`src/fla_pkg.sv`:
```
// Package for the free-list cell allocator: widths, action and status codes,
// and the command/status structs between controller and datapath. No dependencies.
package fla_pkg;

  localparam int POOL_DEPTH = 1024;
  localparam int IDX_W      = $clog2(POOL_DEPTH);
  localparam int PTR_W      = IDX_W + 1;
  localparam int ACT_W      = 2;
  localparam int STS_W      = 2;

  typedef logic [IDX_W-1:0] idx_t;
  typedef logic [PTR_W-1:0] ptr_t;
  typedef logic [ACT_W-1:0] act_t;
  typedef logic [STS_W-1:0] sts_t;

  // head value meaning "list empty"
  localparam ptr_t NONE_MARK = ptr_t'(POOL_DEPTH);

  localparam act_t ACT_ALLOC = 2'd0;
  localparam act_t ACT_FREE  = 2'd1;
  localparam act_t ACT_INIT  = 2'd2;

  localparam sts_t STS_OK        = 2'd0;
  localparam sts_t STS_EMPTY     = 2'd1;
  localparam sts_t STS_NULL_FREE = 2'd2;

  typedef struct packed {
    logic in_ready;
    logic accept;       // latch input transaction, read link of head
    logic exec;         // alloc / free / unused code: update head, load result
    logic init_start;   // clear head, reset sweep counter
    logic init_push;    // link one more cell during rebuild
    logic init_finish;  // load result of init
  } fla_cmd_t;

  typedef struct packed {
    logic op_init;
    logic init_done;
    logic out_free;
  } fla_sts_t;

endpackage

```
`src/fla_ctrl.sv`:
```
// Controller state machine of the free-list allocator.
// Depends on fla_pkg; drives commands into fla_dp.
module fla_ctrl (
  input  logic              clk,
  input  logic              rst_n,
  input  logic              in_valid,
  input  fla_pkg::fla_sts_t sts,
  output fla_pkg::fla_cmd_t cmd
);
  import fla_pkg::*;

  localparam logic [1:0] S_IDLE = 2'd0;
  localparam logic [1:0] S_EXEC = 2'd1;
  localparam logic [1:0] S_INIT = 2'd2;

  logic [1:0] state_r, state_nxt;

  always_ff @(posedge clk) begin
    if (!rst_n) begin
      state_r <= S_IDLE;
    end else begin
      state_r <= state_nxt;
    end
  end

  always_comb begin
    cmd       = '0;
    state_nxt = state_r;
    case (state_r)
      S_IDLE: begin
        cmd.in_ready = 1'b1;
        if (in_valid) begin
          cmd.accept = 1'b1;
          state_nxt  = S_EXEC;
        end
      end
      S_EXEC: begin
        if (sts.op_init) begin
          cmd.init_start = 1'b1;
          state_nxt      = S_INIT;
        end else if (sts.out_free) begin
          cmd.exec  = 1'b1;
          state_nxt = S_IDLE;
        end
      end
      S_INIT: begin
        if (!sts.init_done) begin
          cmd.init_push = 1'b1;
        end else if (sts.out_free) begin
          cmd.init_finish = 1'b1;
          state_nxt       = S_IDLE;
        end
      end
      default: begin
        state_nxt = S_IDLE;
      end
    endcase
  end

endmodule

```
`config.mk`:
```
export PLATFORM = sky130hd
export DESIGN_NAME = fla_ctrl
export DESIGN_NICKNAME = d
export VERILOG_FILES = /design/src/fla_pkg.sv /design/src/fla_ctrl.sv
export SDC_FILE = /design/constraint.sdc
export NUM_CORES = 1
export LEC_CHECK = 0
export ABC_AREA = 0
export BUFFER_PORTS_ARGS = -buffer_cell sky130_fd_sc_hd__buf_2
export CAP_MARGIN = 20
export CORE_AREA = 3 3 40 42
export CTS_BUF_LIST = sky130_fd_sc_hd__clkbuf_8
export CTS_CLUSTER_SIZE = 10
export DETAILED_ROUTE_END_ITERATION = 10
export DIE_AREA = 0 0 43 45
export GPL_ROUTABILITY_DRIVEN = 0
export PLACE_DENSITY_LB_ADDON = 0.1
export RECOVER_POWER = 50
export SYNTH_ARGS = -nofsm -noshare
export SYNTH_HDL_FRONTEND = slang
export SYNTH_SLANG_ARGS = --single-unit
```
`constraint.sdc`:
```
create_clock -name clk -period 1 [get_ports clk]
set_clock_uncertainty 0.1 [all_clocks]
set_input_delay 0.1 -clock clk [delete_from_list [all_inputs] [get_ports clk]]
set_output_delay 0.1 -clock clk [all_outputs]
set_load 0.02 [all_outputs]
```
======== Yosys cells after proc, flatten, opt, wreduce, memory -nomap -nowiden ========
Index checks and enable logic that the tools add are counted.
storage, ports and cells
  flip-flop bits (word level) ............. 2
  memories kept ........................... 0
  input bits .............................. 6
  memory bits (read-only) ................. 0
  output and inout port bits .............. 6
  word-level logic and storage cells ...... 21
  memory bits (writable) .................. 0
  bits in latches ......................... 0
operators by class
  $lt $le $gt $ge ......................... 0
  add/sub/neg operators ................... 0
  div/mod/pow operators ................... 0
  bitwise operators ....................... 0
  shifts and indexed selects .............. 0
  reduce and logical (&&, ||, !) cells .... 2
  equal/unequal tests ..................... 4
  multipliers ............................. 0
  muxes and demuxes ....................... 14
operators with widths
  kind                                                              number
  2-bit 2-to-1 mux                                                  7
  1-bit 2-to-1 mux                                                  6
  2-bit one-hot mux with 3 select lines                             1
  2-bit != test (second input constant)                             2
  2-bit by 1-bit == test with 1-bit output (second input constant)  1
  2-bit == test (second input constant)                             1
  2-bit zero test                                                   1
  2-bit AND reduction                                               1

======== Logic depth before layout (Yosys ltp) ========
Gate-level depths: netlist (run 1).
  depth in word-level cells ............... 3
  mapped depth ............................ 3
  gate-level depth less buffers ........... 3

======== Worst setup path after synthesis (run 1) ========
No wires, ideal clock.
  path type ............................... reg-to-output
  start ................................... register state_r[1]
  end ..................................... output cmd[3] (netlist bit)
  data required time ...................... 800 ps
  buffers on the path ..................... 0
  path slack .............................. -244 ps
  cell stages (with the launch flop) ...... 2
  arrival time ............................ 1044 ps
  path through ............................ dfxtp_1 -> nor4bb_1
RTL lines
  item                    RTL line        source
  from (decl)             fla_ctrl.sv:16  logic [1:0] state_r, state_nxt;
  from (signal assigned)  fla_ctrl.sv:22  state_r <= state_nxt;
  to (decl)               fla_ctrl.sv:8   output fla_pkg::fla_cmd_t cmd

==> flow_summary_export.csv, run 1 <==
group,metric,value,unit
clock_tree,root_buffer,"clkbuf_8",
final_layout,top_register,"state_r",
floorplanning,die_y,45,um
timing,final.setup.tns,-0.803,ns
timing,rsz0062_at_grt,"true",
worst_setup_path,cp.arrival,0.98,ns
flow_run,max_cap_violations,0,
yosys,yosysWarnings,0,
worst_setup_path,r2r_end,"state_r[1]",
worst_setup_path,reg2reg_slack,0.04,ns
floorplanning,start_util,0.0935,
clock_tree,cts_tree,"built",
min_path,hold_path_depth,2,
worst_setup_path,rr_startpoint,"state_r[1]",
global_routing,grt_max_degree,6,
worst_setup_path,critPathRequiredTime,0.80,ns
yosys,synth_area_per_cell,8.01,um2
routing,wl,419,um
clock_tree,post_cts_buffers,0,
final_layout,final_area,270,um2
final_layout,drive_gt1_frac,0.700,
worst_setup_path,critPathLaunchType,"flop",
worst_setup_path,end_kind,"output port",
clock_tree,numCtsBuffers,3,
routing,final_antenna_net_count,0,
timing,timing.fmax,0.844,GHz
final_layout,reg_top3,"state_r x2",
routing,dr.pass1.iters,2,
worst_setup_path,worstSetupPathDepth,2,
final_layout,final_util,0.210,
final_layout,num-nets-final,38,
routing,wl_per_cell,9.31,um
pwr,power.leakage,0.000128,uW
floorplanning,die-area,0.00194,mm2
min_path,hold_start,"rst_n",
min_path,hp-class,"primary input to flop",
worst_setup_path,max_stage_delay,0.33,ns
routing,vias_per_cell,3.69,
worst_setup_path,crit_chain,"nor4bb_2 > buf_2",
yosys,netlist_instances,15,
clock_tree,htreeDepth,1,
routing,vias,166,
place,pre_cts_slack,-0.00295,ns
pwr,ir_worst_vdd,0.000454,V
worst_setup_path,cp_max_fo,5,
pwr,p_per_area,1820,mW/mm2
yosys,netlist_area,120,um2
worst_setup_path,path_class,"flop to output port",
timing,whs,0.0152,ns
timing,layout_setup_ws,-0.185,ns
timing,setup_violations,5,
place,post_dp_cell_area,214,um2
global_routing,grt_pass1_vias,177,
worst_setup_path,slowest_stage,"dfxtp_2",
clock_tree,cts.clk_slew.worst_paths,0.03,ns
floorplanning,die-width,43,um
final_layout,largest_register_ffs,2,
timing,finalHoldViolations,0,
clock_tree,clk_latency,0.21,ns
timing,worst_slew_margin_rel,0.874,
yosys,syn_nets,21,
floorplanning,num_rows,13,
timing,worst_slew_pin_slew,0.186,ns
worst_setup_path,crit_start,"state_r[1]",
clock_tree,cts_buffer_depth,2,
global_routing,antenna_found_initial,0,
timing,finalCriticalPeriod,1.18,ns
yosys,synth.distinct_cells,11,
timing,drv_slew,0,
floorplanning,core_region_area,0.00128,mm2
timing,period_share,1.18,
final_layout,area_growth,125,%
routing,drt_drc_violations_left,0,
min_path,hold-path-endpoint,"state_r[1]",
global_routing,grt_pass1_wl,634,um
global_routing,grt_use_total,0.0507,
yosys,ys_ff_latch,2,
final_layout,insertedDiodeCount,0,
worst_setup_path,path_delay_family,"flip-flops",
worst_setup_path,cp_num_buf_inv,1,
run_status,outcome,"complete, but fails checks",
floorplanning,ioPinCount,12,
yosys,ys_seq_area_frac,0.333,
clock_tree,cts.sinks,2,
place,io_buffers,11,
run_status,violations,"negative setup slack",
routing,drt-initial-drc-count,5,
worst_setup_path,rr_worst_depth,2,
place,dp_hpwl,321,um
global_routing,grt_overflow,0,
[placed cells by master, fill, tap and decap left out, types with 2 or more instances in the layout]
cell	n
buf_2	7
nor2_1	3
clkbuf_8	3
buf_4	3
dfxtp_2	2
[kinds of logic after synthesis]
kind of cell,synth area share
multiplexers,0.0833
AO/OA/AOI/OAI,0.104
flip-flops,0.333
AND/OR/NAND/NOR,0.479
[cells in the mapped netlist, drive strengths merged]
cell type | n | area [um2]
and2 | 1 | 6.26
a21oi | 1 | 5.00
mux2i | 1 | 10.0
nand2b | 1 | 6.26
nor2 | 4 | 15.0
dfxtp | 2 | 40.0
and3b | 1 | 8.76
nor3b | 1 | 7.51
o21a | 1 | 7.51
nand2 | 1 | 3.75
nor4bb | 1 | 10.0
[worst max-delay path by stage]
| stage | end | slack [ns] |
|---|---|---|
| after floorplan | cmd[3] | -0.07 |
| after global placement | state_r[1] | -0.006 |
| after detailed placement | state_r[1] | -0.003 |
| after CTS | cmd[3] | -0.20 |
| after global routing | cmd[3] | -0.24 |
| final | cmd[3] | -0.18 |
[through the flow]
step	instances	power (uW)
CTS	45	502
global placement	42	166
global route	45	512
detailed placement	42	166
finish	45	491
floorplan	15	133
[layer usage]
layer | GRT usage | up-vias | wire (um)
met5 | 0 | - | 0
met4 | 0.0904 | 0 | 14
li1 | - | 83 | -
met2 | 0.0689 | 8 | 195
met3 | 0.0120 | 2 | 39
met1 | 0.0480 | 73 | 170
[report_power, final]
| group | total, uW | leakage (uW) | internal (uW) | switching [uW] |
|---|---|---|---|---|
| clock | 318 | 0.0000216 | 255 | 63.3 |
| sequential | 93.0 | 0.0000172 | 86.6 | 6.39 |
| combinational | 80.2 | 0.0000888 | 42.4 | 37.8 |
| total | 491 | 0.000128 | 383 | 108 |
[layout make-up]
cell class	count	area (um2)
Clock buffer	3	41.3
Fill cell	150	1010
Multi-Input combinational cell	13	91.3
Sequential cell	2	42.5
Tap cell	15	18.8
Timing Repair Buffer	12	76.3
[timing repair]
| action | CTS | global route |
|---|---|---|
| hold buffers | 0 | 0 |
| resized for setup | 4 | 2 |
| pin swaps | 1 | 0 |
| setup endpoints to repair | 7 | 6 |
Note: power is estimated with default switching activity, not from simulation.
==> run 2: changes to the inputs <==
ABC_AREA = 1   (was 0)
==> run 2 against run 1 <==
Via count rose by 29%. Final area rose by 38%. Sequential cell count did not move. Sequential power rose by 14%. The run still ends with negative setup slack left. Non-clock buffer count rose by 2. Wire length rose by 28%. Final cell count rose by 27%. Synthesized cell count rose by 67%.
==> flow_summary_export.csv, run 2 <==
group,metric,value,unit
final_layout,insertedDiodeCount,0,
final_layout,area_growth,151,%
global_routing,grt_overflow,0,
timing,rsz0062_at_grt,"true",
worst_setup_path,cp_max_fo,4,
routing,dr.pass1.iters,2,
clock_tree,root_buffer,"clkbuf_8",
worst_setup_path,path_class,"flop to output port",
routing,final_antenna_net_count,0,
clock_tree,clk_latency,0.21,ns
global_routing,grt_use_total,0.0606,
final_layout,reg_top3,"state_r x2",
timing,timing.fmax,0.831,GHz
yosys,synth.top_cell.area_share,0.269,
yosys,synth_area_per_cell,5.96,um2
routing,vias,214,
place,dp_hpwl,390,um
routing,drt_drc_violations_left,0,
worst_setup_path,end_kind,"output port",
worst_setup_path,cp.arrival,1.00,ns
worst_setup_path,critPathRequiredTime,0.80,ns
final_layout,drive_gt1_frac,0.667,
yosys,synth_edf_count,0,
timing,worst_slew_pin_slew,0.201,ns
place,io_buffers,11,
flow_run,max_cap_violations,0,
routing,drt-initial-drc-count,2,
floorplanning,ioPinCount,12,
clock_tree,cts.sinks,2,
clock_tree,cts.clk_slew.worst_paths,0.03,ns
min_path,hold_start,"in_valid",
min_path,hp-class,"primary input to flop",
yosys,ys_seq_area_frac,0.269,
run_status,violations,"negative setup slack",
global_routing,grt_pass1_wl,814,um
global_routing,grt_max_degree,6,
timing,drv_slew,0,
worst_setup_path,crit_start,"state_r[1]",
final_layout,layout.cells.non_filler,57,
yosys,yosysMostFrequentCell,"inv_1",
yosys,synthSimpleGateAreaFrac,0.504,
floorplanning,die-width,43,um
final_layout,top_register,"state_r",
place,placed_cells,52,
yosys,post_synth_mux_area_share,0,
pwr,p_per_area,1560,mW/mm2
clock_tree,htreeDepth,1,
yosys,synth-compound-area-share,0,
floorplanning,start_util,0.116,
yosys,ys.flop_type,"dfxtp_1",
final_layout,final_common_cell,"inv_1",
yosys,synth.distinct_cells,9,
yosys,synth_top_family_by_area,"simple AND/OR/NAND/NOR gates",
global_routing,grt_pass1_vias,203,
routing,wl,535,um
routing,wl_per_cell,9.39,um
floorplanning,die-area,0.00194,mm2
floorplanning,num_rows,13,
yosys,ys_ff_latch,2,
timing,finalCriticalPeriod,1.20,ns
worst_setup_path,rr_startpoint,"state_r[1]",
clock_tree,cts_buffer_depth,2,
pwr,ir_worst_vdd,0.000907,V
run_status,outcome,"complete, but fails checks",
routing,vias_per_cell,3.75,
yosys,yosysWarnings,0,
pwr,pwr-share-seq,0.182,
worst_setup_path,critPathLaunchType,"flop",
timing,layout_setup_ws,-0.203,ns
yosys,netlist_instances,25,
timing,worst_slew_margin_rel,0.866,
final_layout,largest_register_ffs,2,
final_layout,num-nets-final,50,
yosys,synth_xor_area_frac,0,
clock_tree,cts_tree,"built",
pwr,switching_power,166,uW
yosys,yosysTopAreaCell,"dfxtp_1",
final_layout,final_cell_mix,"6 x inv_1, 5 x buf_2, 5 x buf_4",
yosys,yosys-top-cells-area,"dfxtp_1 27%, inv_1 18%, nand3_1 13%, nor2_1 10%, nor4_2 8.4%",
yosys,netlist_area,149,um2
yosys,ys_async_sr_fraction,0,
floorplanning,core_region_area,0.00128,mm2
timing,period_share,1.20,
yosys,synth_common_cells,"7 x inv_1, 4 x nand3_1, 4 x nor2_1",
pwr,power.leakage,0.000201,uW
yosys,syn_nets,31,
pwr,switching_share,0.284,
timing,whs,0.112,ns
global_routing,antenna_found_initial,0,
pwr,p_int,419,uW
yosys,synthAdderAreaFrac,0,
clock_tree,numCtsBuffers,3,
pwr,comb_power_share,0.286,
timing,setup_violations,6,
timing,finalHoldViolations,0,
floorplanning,die_y,45,um
pwr,clkPwrFrac,0.532,
## run 2: cell type report
cell class / count / area (um2)
Fill cell: 151 / 911
Clock buffer: 3 / 41.3
Timing Repair Buffer: 14 / 106
Sequential cell: 2 / 47.5
Inverter: 9 / 41.3
Tap cell: 15 / 18.8
Multi-Input combinational cell: 14 / 119
## run 2: final timing paths
kind / endpoint / slack, ns / depth (start not counted)
min: state_r[0] / 0.11 / 3
max reg2reg: state_r[0] / 0.04 / 5
max: cmd[3] / -0.20 / 2
min reg2reg: state_r[0] / 0.55 / 3
## run 2: cell families (layout without fill, tap and decap cells)
logic type | count (synthesis) | in the layout
buffers and inverters | 9 | 26
flip-flops | 2 | 2
AND/OR/NAND/NOR | 14 | 14
## run 2: metal layers
metal / track usage / part of all wire / up-vias
li1: - / - / 113
met1: 0.0574 / 0.36 / 92
met2: 0.0988 / 0.53 / 9
met3: 0.0518 / 0.11 / 0
met4: 0.0181 / 0 / 0
met5: 0 / 0 / -
## run 2: worst max-delay path, cell delays in order (launching register included)
cell	delay, ns
dfxtp_4	0.36
nor4_4	0.26
buf_4	0.17
## run 2: stage by stage
stage / cell area, um2 / setup slack [ns] / utilization / TNS [ns] / total power (uW)
final: 374 / -0.203 / 0.291 / -0.919 / 585
after global routing: 374 / -0.231 / 0.291 / -1.14 / 626
after CTS: 327 / -0.197 / 0.254 / -1.03 / 557
after detailed placement: 254 / -0.0795 / 0.198 / -0.211 / 224
after global placement: 254 / -0.0521 / 0.198 / -0.176 / 224
after floorplan: 173 / -0.00858 / - / -0.0125 / 180
## run 2: what timing repair did
| action | 4_1_cts | 5_1_grt |
|---|---|---|
| hold endpoints to repair | 1 | 0 |
| setup buffers | 0 | 1 |
| setup endpoints to repair | 7 | 7 |
| pin swaps | 1 | 2 |
| hold buffers | 1 | 0 |
| resized for setup | 9 | 13 |
## run 2: power by group through the flow
stage                     Combinational [uW]  Sequential (uW)  Clock, uW
final                                    167              106        311
after global routing                     180              108        338
after CTS                                133              105        319
after global placement                   123              102          0
after detailed placement                 122              102          0
after floorplan                         79.7              100          0
==> run 3: changes to the inputs <==
CTS_BUF_LIST = sky130_fd_sc_hd__clkbuf_4   (was sky130_fd_sc_hd__clkbuf_8)
clock period = 1.2 ns   (was 1 ns; I/O delays follow)
==> run 3 against run 2 <==
The flow still finishes with violations (negative setup slack). Critical path depth is the same. Sequential share of layout area grew 2.0 points. Clock power shrank 53%. Final area shrank 23%. Register-to-register slack gained 0.28 ns. Worst hold slack lost 0.10 ns. Utilization shrank 6.6 points. Non-clock buffer count shrank 2. Critical path type unchanged. Critical endpoint unchanged. Largest cell class unchanged.
==> flow_summary_export.csv, run 3 (same netlist as run 2, synthesis figures left out) <==
group,metric,value,unit
global_routing,grt_max_degree,6,
global_routing,grt_use_total,0.0557,
routing,drt_drc_violations_left,0,
final_layout,final_area,289,um2
final_layout,top_register,"state_r",
timing,layout_setup_ws,-0.0298,ns
timing,finalCriticalPeriod,1.23,ns
clock_tree,cts_buffer_depth,2,
pwr,switching_power,108,uW
routing,vias_per_cell,3.75,
final_layout,drive_gt1_frac,0.625,
worst_setup_path,path_class,"flop to output port",
routing,vias,206,
clock_tree,root_buffer,"clkbuf_4",
timing,drv_slew,0,
final_layout,num-nets-final,48,
floorplanning,die_y,45,um
clock_tree,clk_latency,0.22,ns
timing,finalHoldViolations,0,
pwr,comb_power_share,0.319,
pwr,p_per_area,1170,mW/mm2
clock_tree,cts.clk_slew.worst_paths,0.03,ns
timing,timing.fmax,0.813,GHz
pwr,clkPwrFrac,0.430,
clock_tree,cts_tree,"built",
worst_setup_path,critPathLaunchType,"flop",
place,io_buffers,11,
run_status,violations,"negative setup slack",
routing,wl_per_cell,7.65,um
floorplanning,ioPinCount,12,
floorplanning,die-area,0.00194,mm2
run_status,outcome,"complete, but fails checks",
pwr,pwr-share-seq,0.251,
final_layout,final_cell_mix,"8 x buf_2, 7 x inv_1, 3 x nand3_1, 3 x nor2_1, 3 x clkbuf_4",
floorplanning,num_rows,13,
final_layout,largest_register_ffs,2,
pwr,power.leakage,0.000170,uW
floorplanning,die-width,43,um
final_layout,area_growth,94.1,%
global_routing,grt_pass1_vias,185,
timing,period_share,1.02,
timing,setup_violations,2,
final_layout,final_util,0.225,
clock_tree,ctsHoldBuffers,0,
flow_run,max_cap_violations,0,
routing,drt-initial-drc-count,3,
routing,dr.pass1.iters,2,
place,post_dp_cell_area,229,um2
worst_setup_path,cp.arrival,1.01,ns
global_routing,grt_overflow,0,
worst_setup_path,max_stage_delay,0.33,ns
worst_setup_path,critPathRequiredTime,0.98,ns
timing,whs,0.0102,ns
global_routing,antenna_found_initial,0,
final_layout,reg_top3,"state_r x2",
final_layout,final_common_cell,"buf_2",
floorplanning,core_region_area,0.00128,mm2
final_layout,insertedDiodeCount,0,
pwr,ir_worst_vdd,0.000348,V
timing,worst_slew_pin_slew,0.195,ns
global_routing,grt_pass1_wl,731,um
pwr,p_int,230,uW
worst_setup_path,slowest_stage,"dfxtp_2",
clock_tree,numCtsBuffers,3,
timing,worst_slew_margin_rel,0.869,
clock_tree,cts.sinks,2,
worst_setup_path,cp_max_fo,3,
worst_setup_path,end_kind,"output port",
floorplanning,start_util,0.116,
routing,wl,421,um
worst_setup_path,crit_chain,"nor4_2 > buf_2",
timing,rsz0062_at_grt,"true",
routing,final_antenna_net_count,0,
pwr,switching_share,0.320,
min_path,hp-class,"primary input to flop",
clock_tree,htreeDepth,1,
place,dp_hpwl,338,um
[run 3: cell types whose count changed in the layout (fill, tap and decap cells not counted), sizes merged]
cell and change:
buf -1, dlygate4sd3 -1
[run 3: critical path: cells and delay by family, from the launching register on]
family	cells	cell delay, ns
AND/OR/NAND/NOR	1	0.26
buffers and inverters	1	0.20
flip-flops	1	0.33
[run 3: path summary, 6_finish.rpt]
path	start	to	slack, ns	depth (start not counted)
setup / recovery	state_r[1]	cmd[3]	-0.03	2
hold / removal	rst_n	state_r[1]	0.01	3
setup reg to reg	state_r[1]	state_r[1]	0.32	5
hold reg to reg	state_r[1]	state_r[0]	0.47	3
[run 3: through the flow]
step | std cells | total power [uW] | worst slack (ns) | setup TNS (ns)
2_1_floorplan | 25 | 142 | 0.0534 | 0
3_3_place_gp | 51 | 175 | 0.117 | 0
3_5_place_dp | 51 | 174 | 0.0965 | 0
4_1_cts | 55 | 338 | -0.0785 | -0.109
5_1_grt | 55 | 366 | -0.0655 | -0.163
6_report | 55 | 338 | -0.0298 | -0.0453
[run 3: area by class of cell]
type | instances | area, um2
clock buffer | 3 | 22.5
fill | 155 | 996
inverter | 9 | 36.3
multi-input combinational | 14 | 91.3
sequential | 2 | 42.5
tap | 15 | 18.8
timing repair buffer | 12 | 77.6
[run 3: layer usage]
layer	GRT usage	vias up	routed length [um]
met2	0.0749	7	197
met1	0.0576	93	171
met4	0.0361	0	0
met3	0.0478	0	51
li1	-	106	-
met5	0	-	0
[run 3: repair_timing]
item                       4_1_cts  5_1_grt
setup buffers                    1        0
gates resized for setup          4        7
setup endpoints to repair        4        5
pin swaps                        1        2
[run 3: power groups by stage]
stage | logic [uW] | registers, uW | clock network [uW]
floorplan | 60.8 | 81.2 | 0
global placement | 92.3 | 82.7 | 0
detailed placement | 91.1 | 82.5 | 0
CTS | 98.6 | 82.6 | 157
global route | 121 | 86.3 | 159
finish | 108 | 84.9 | 145
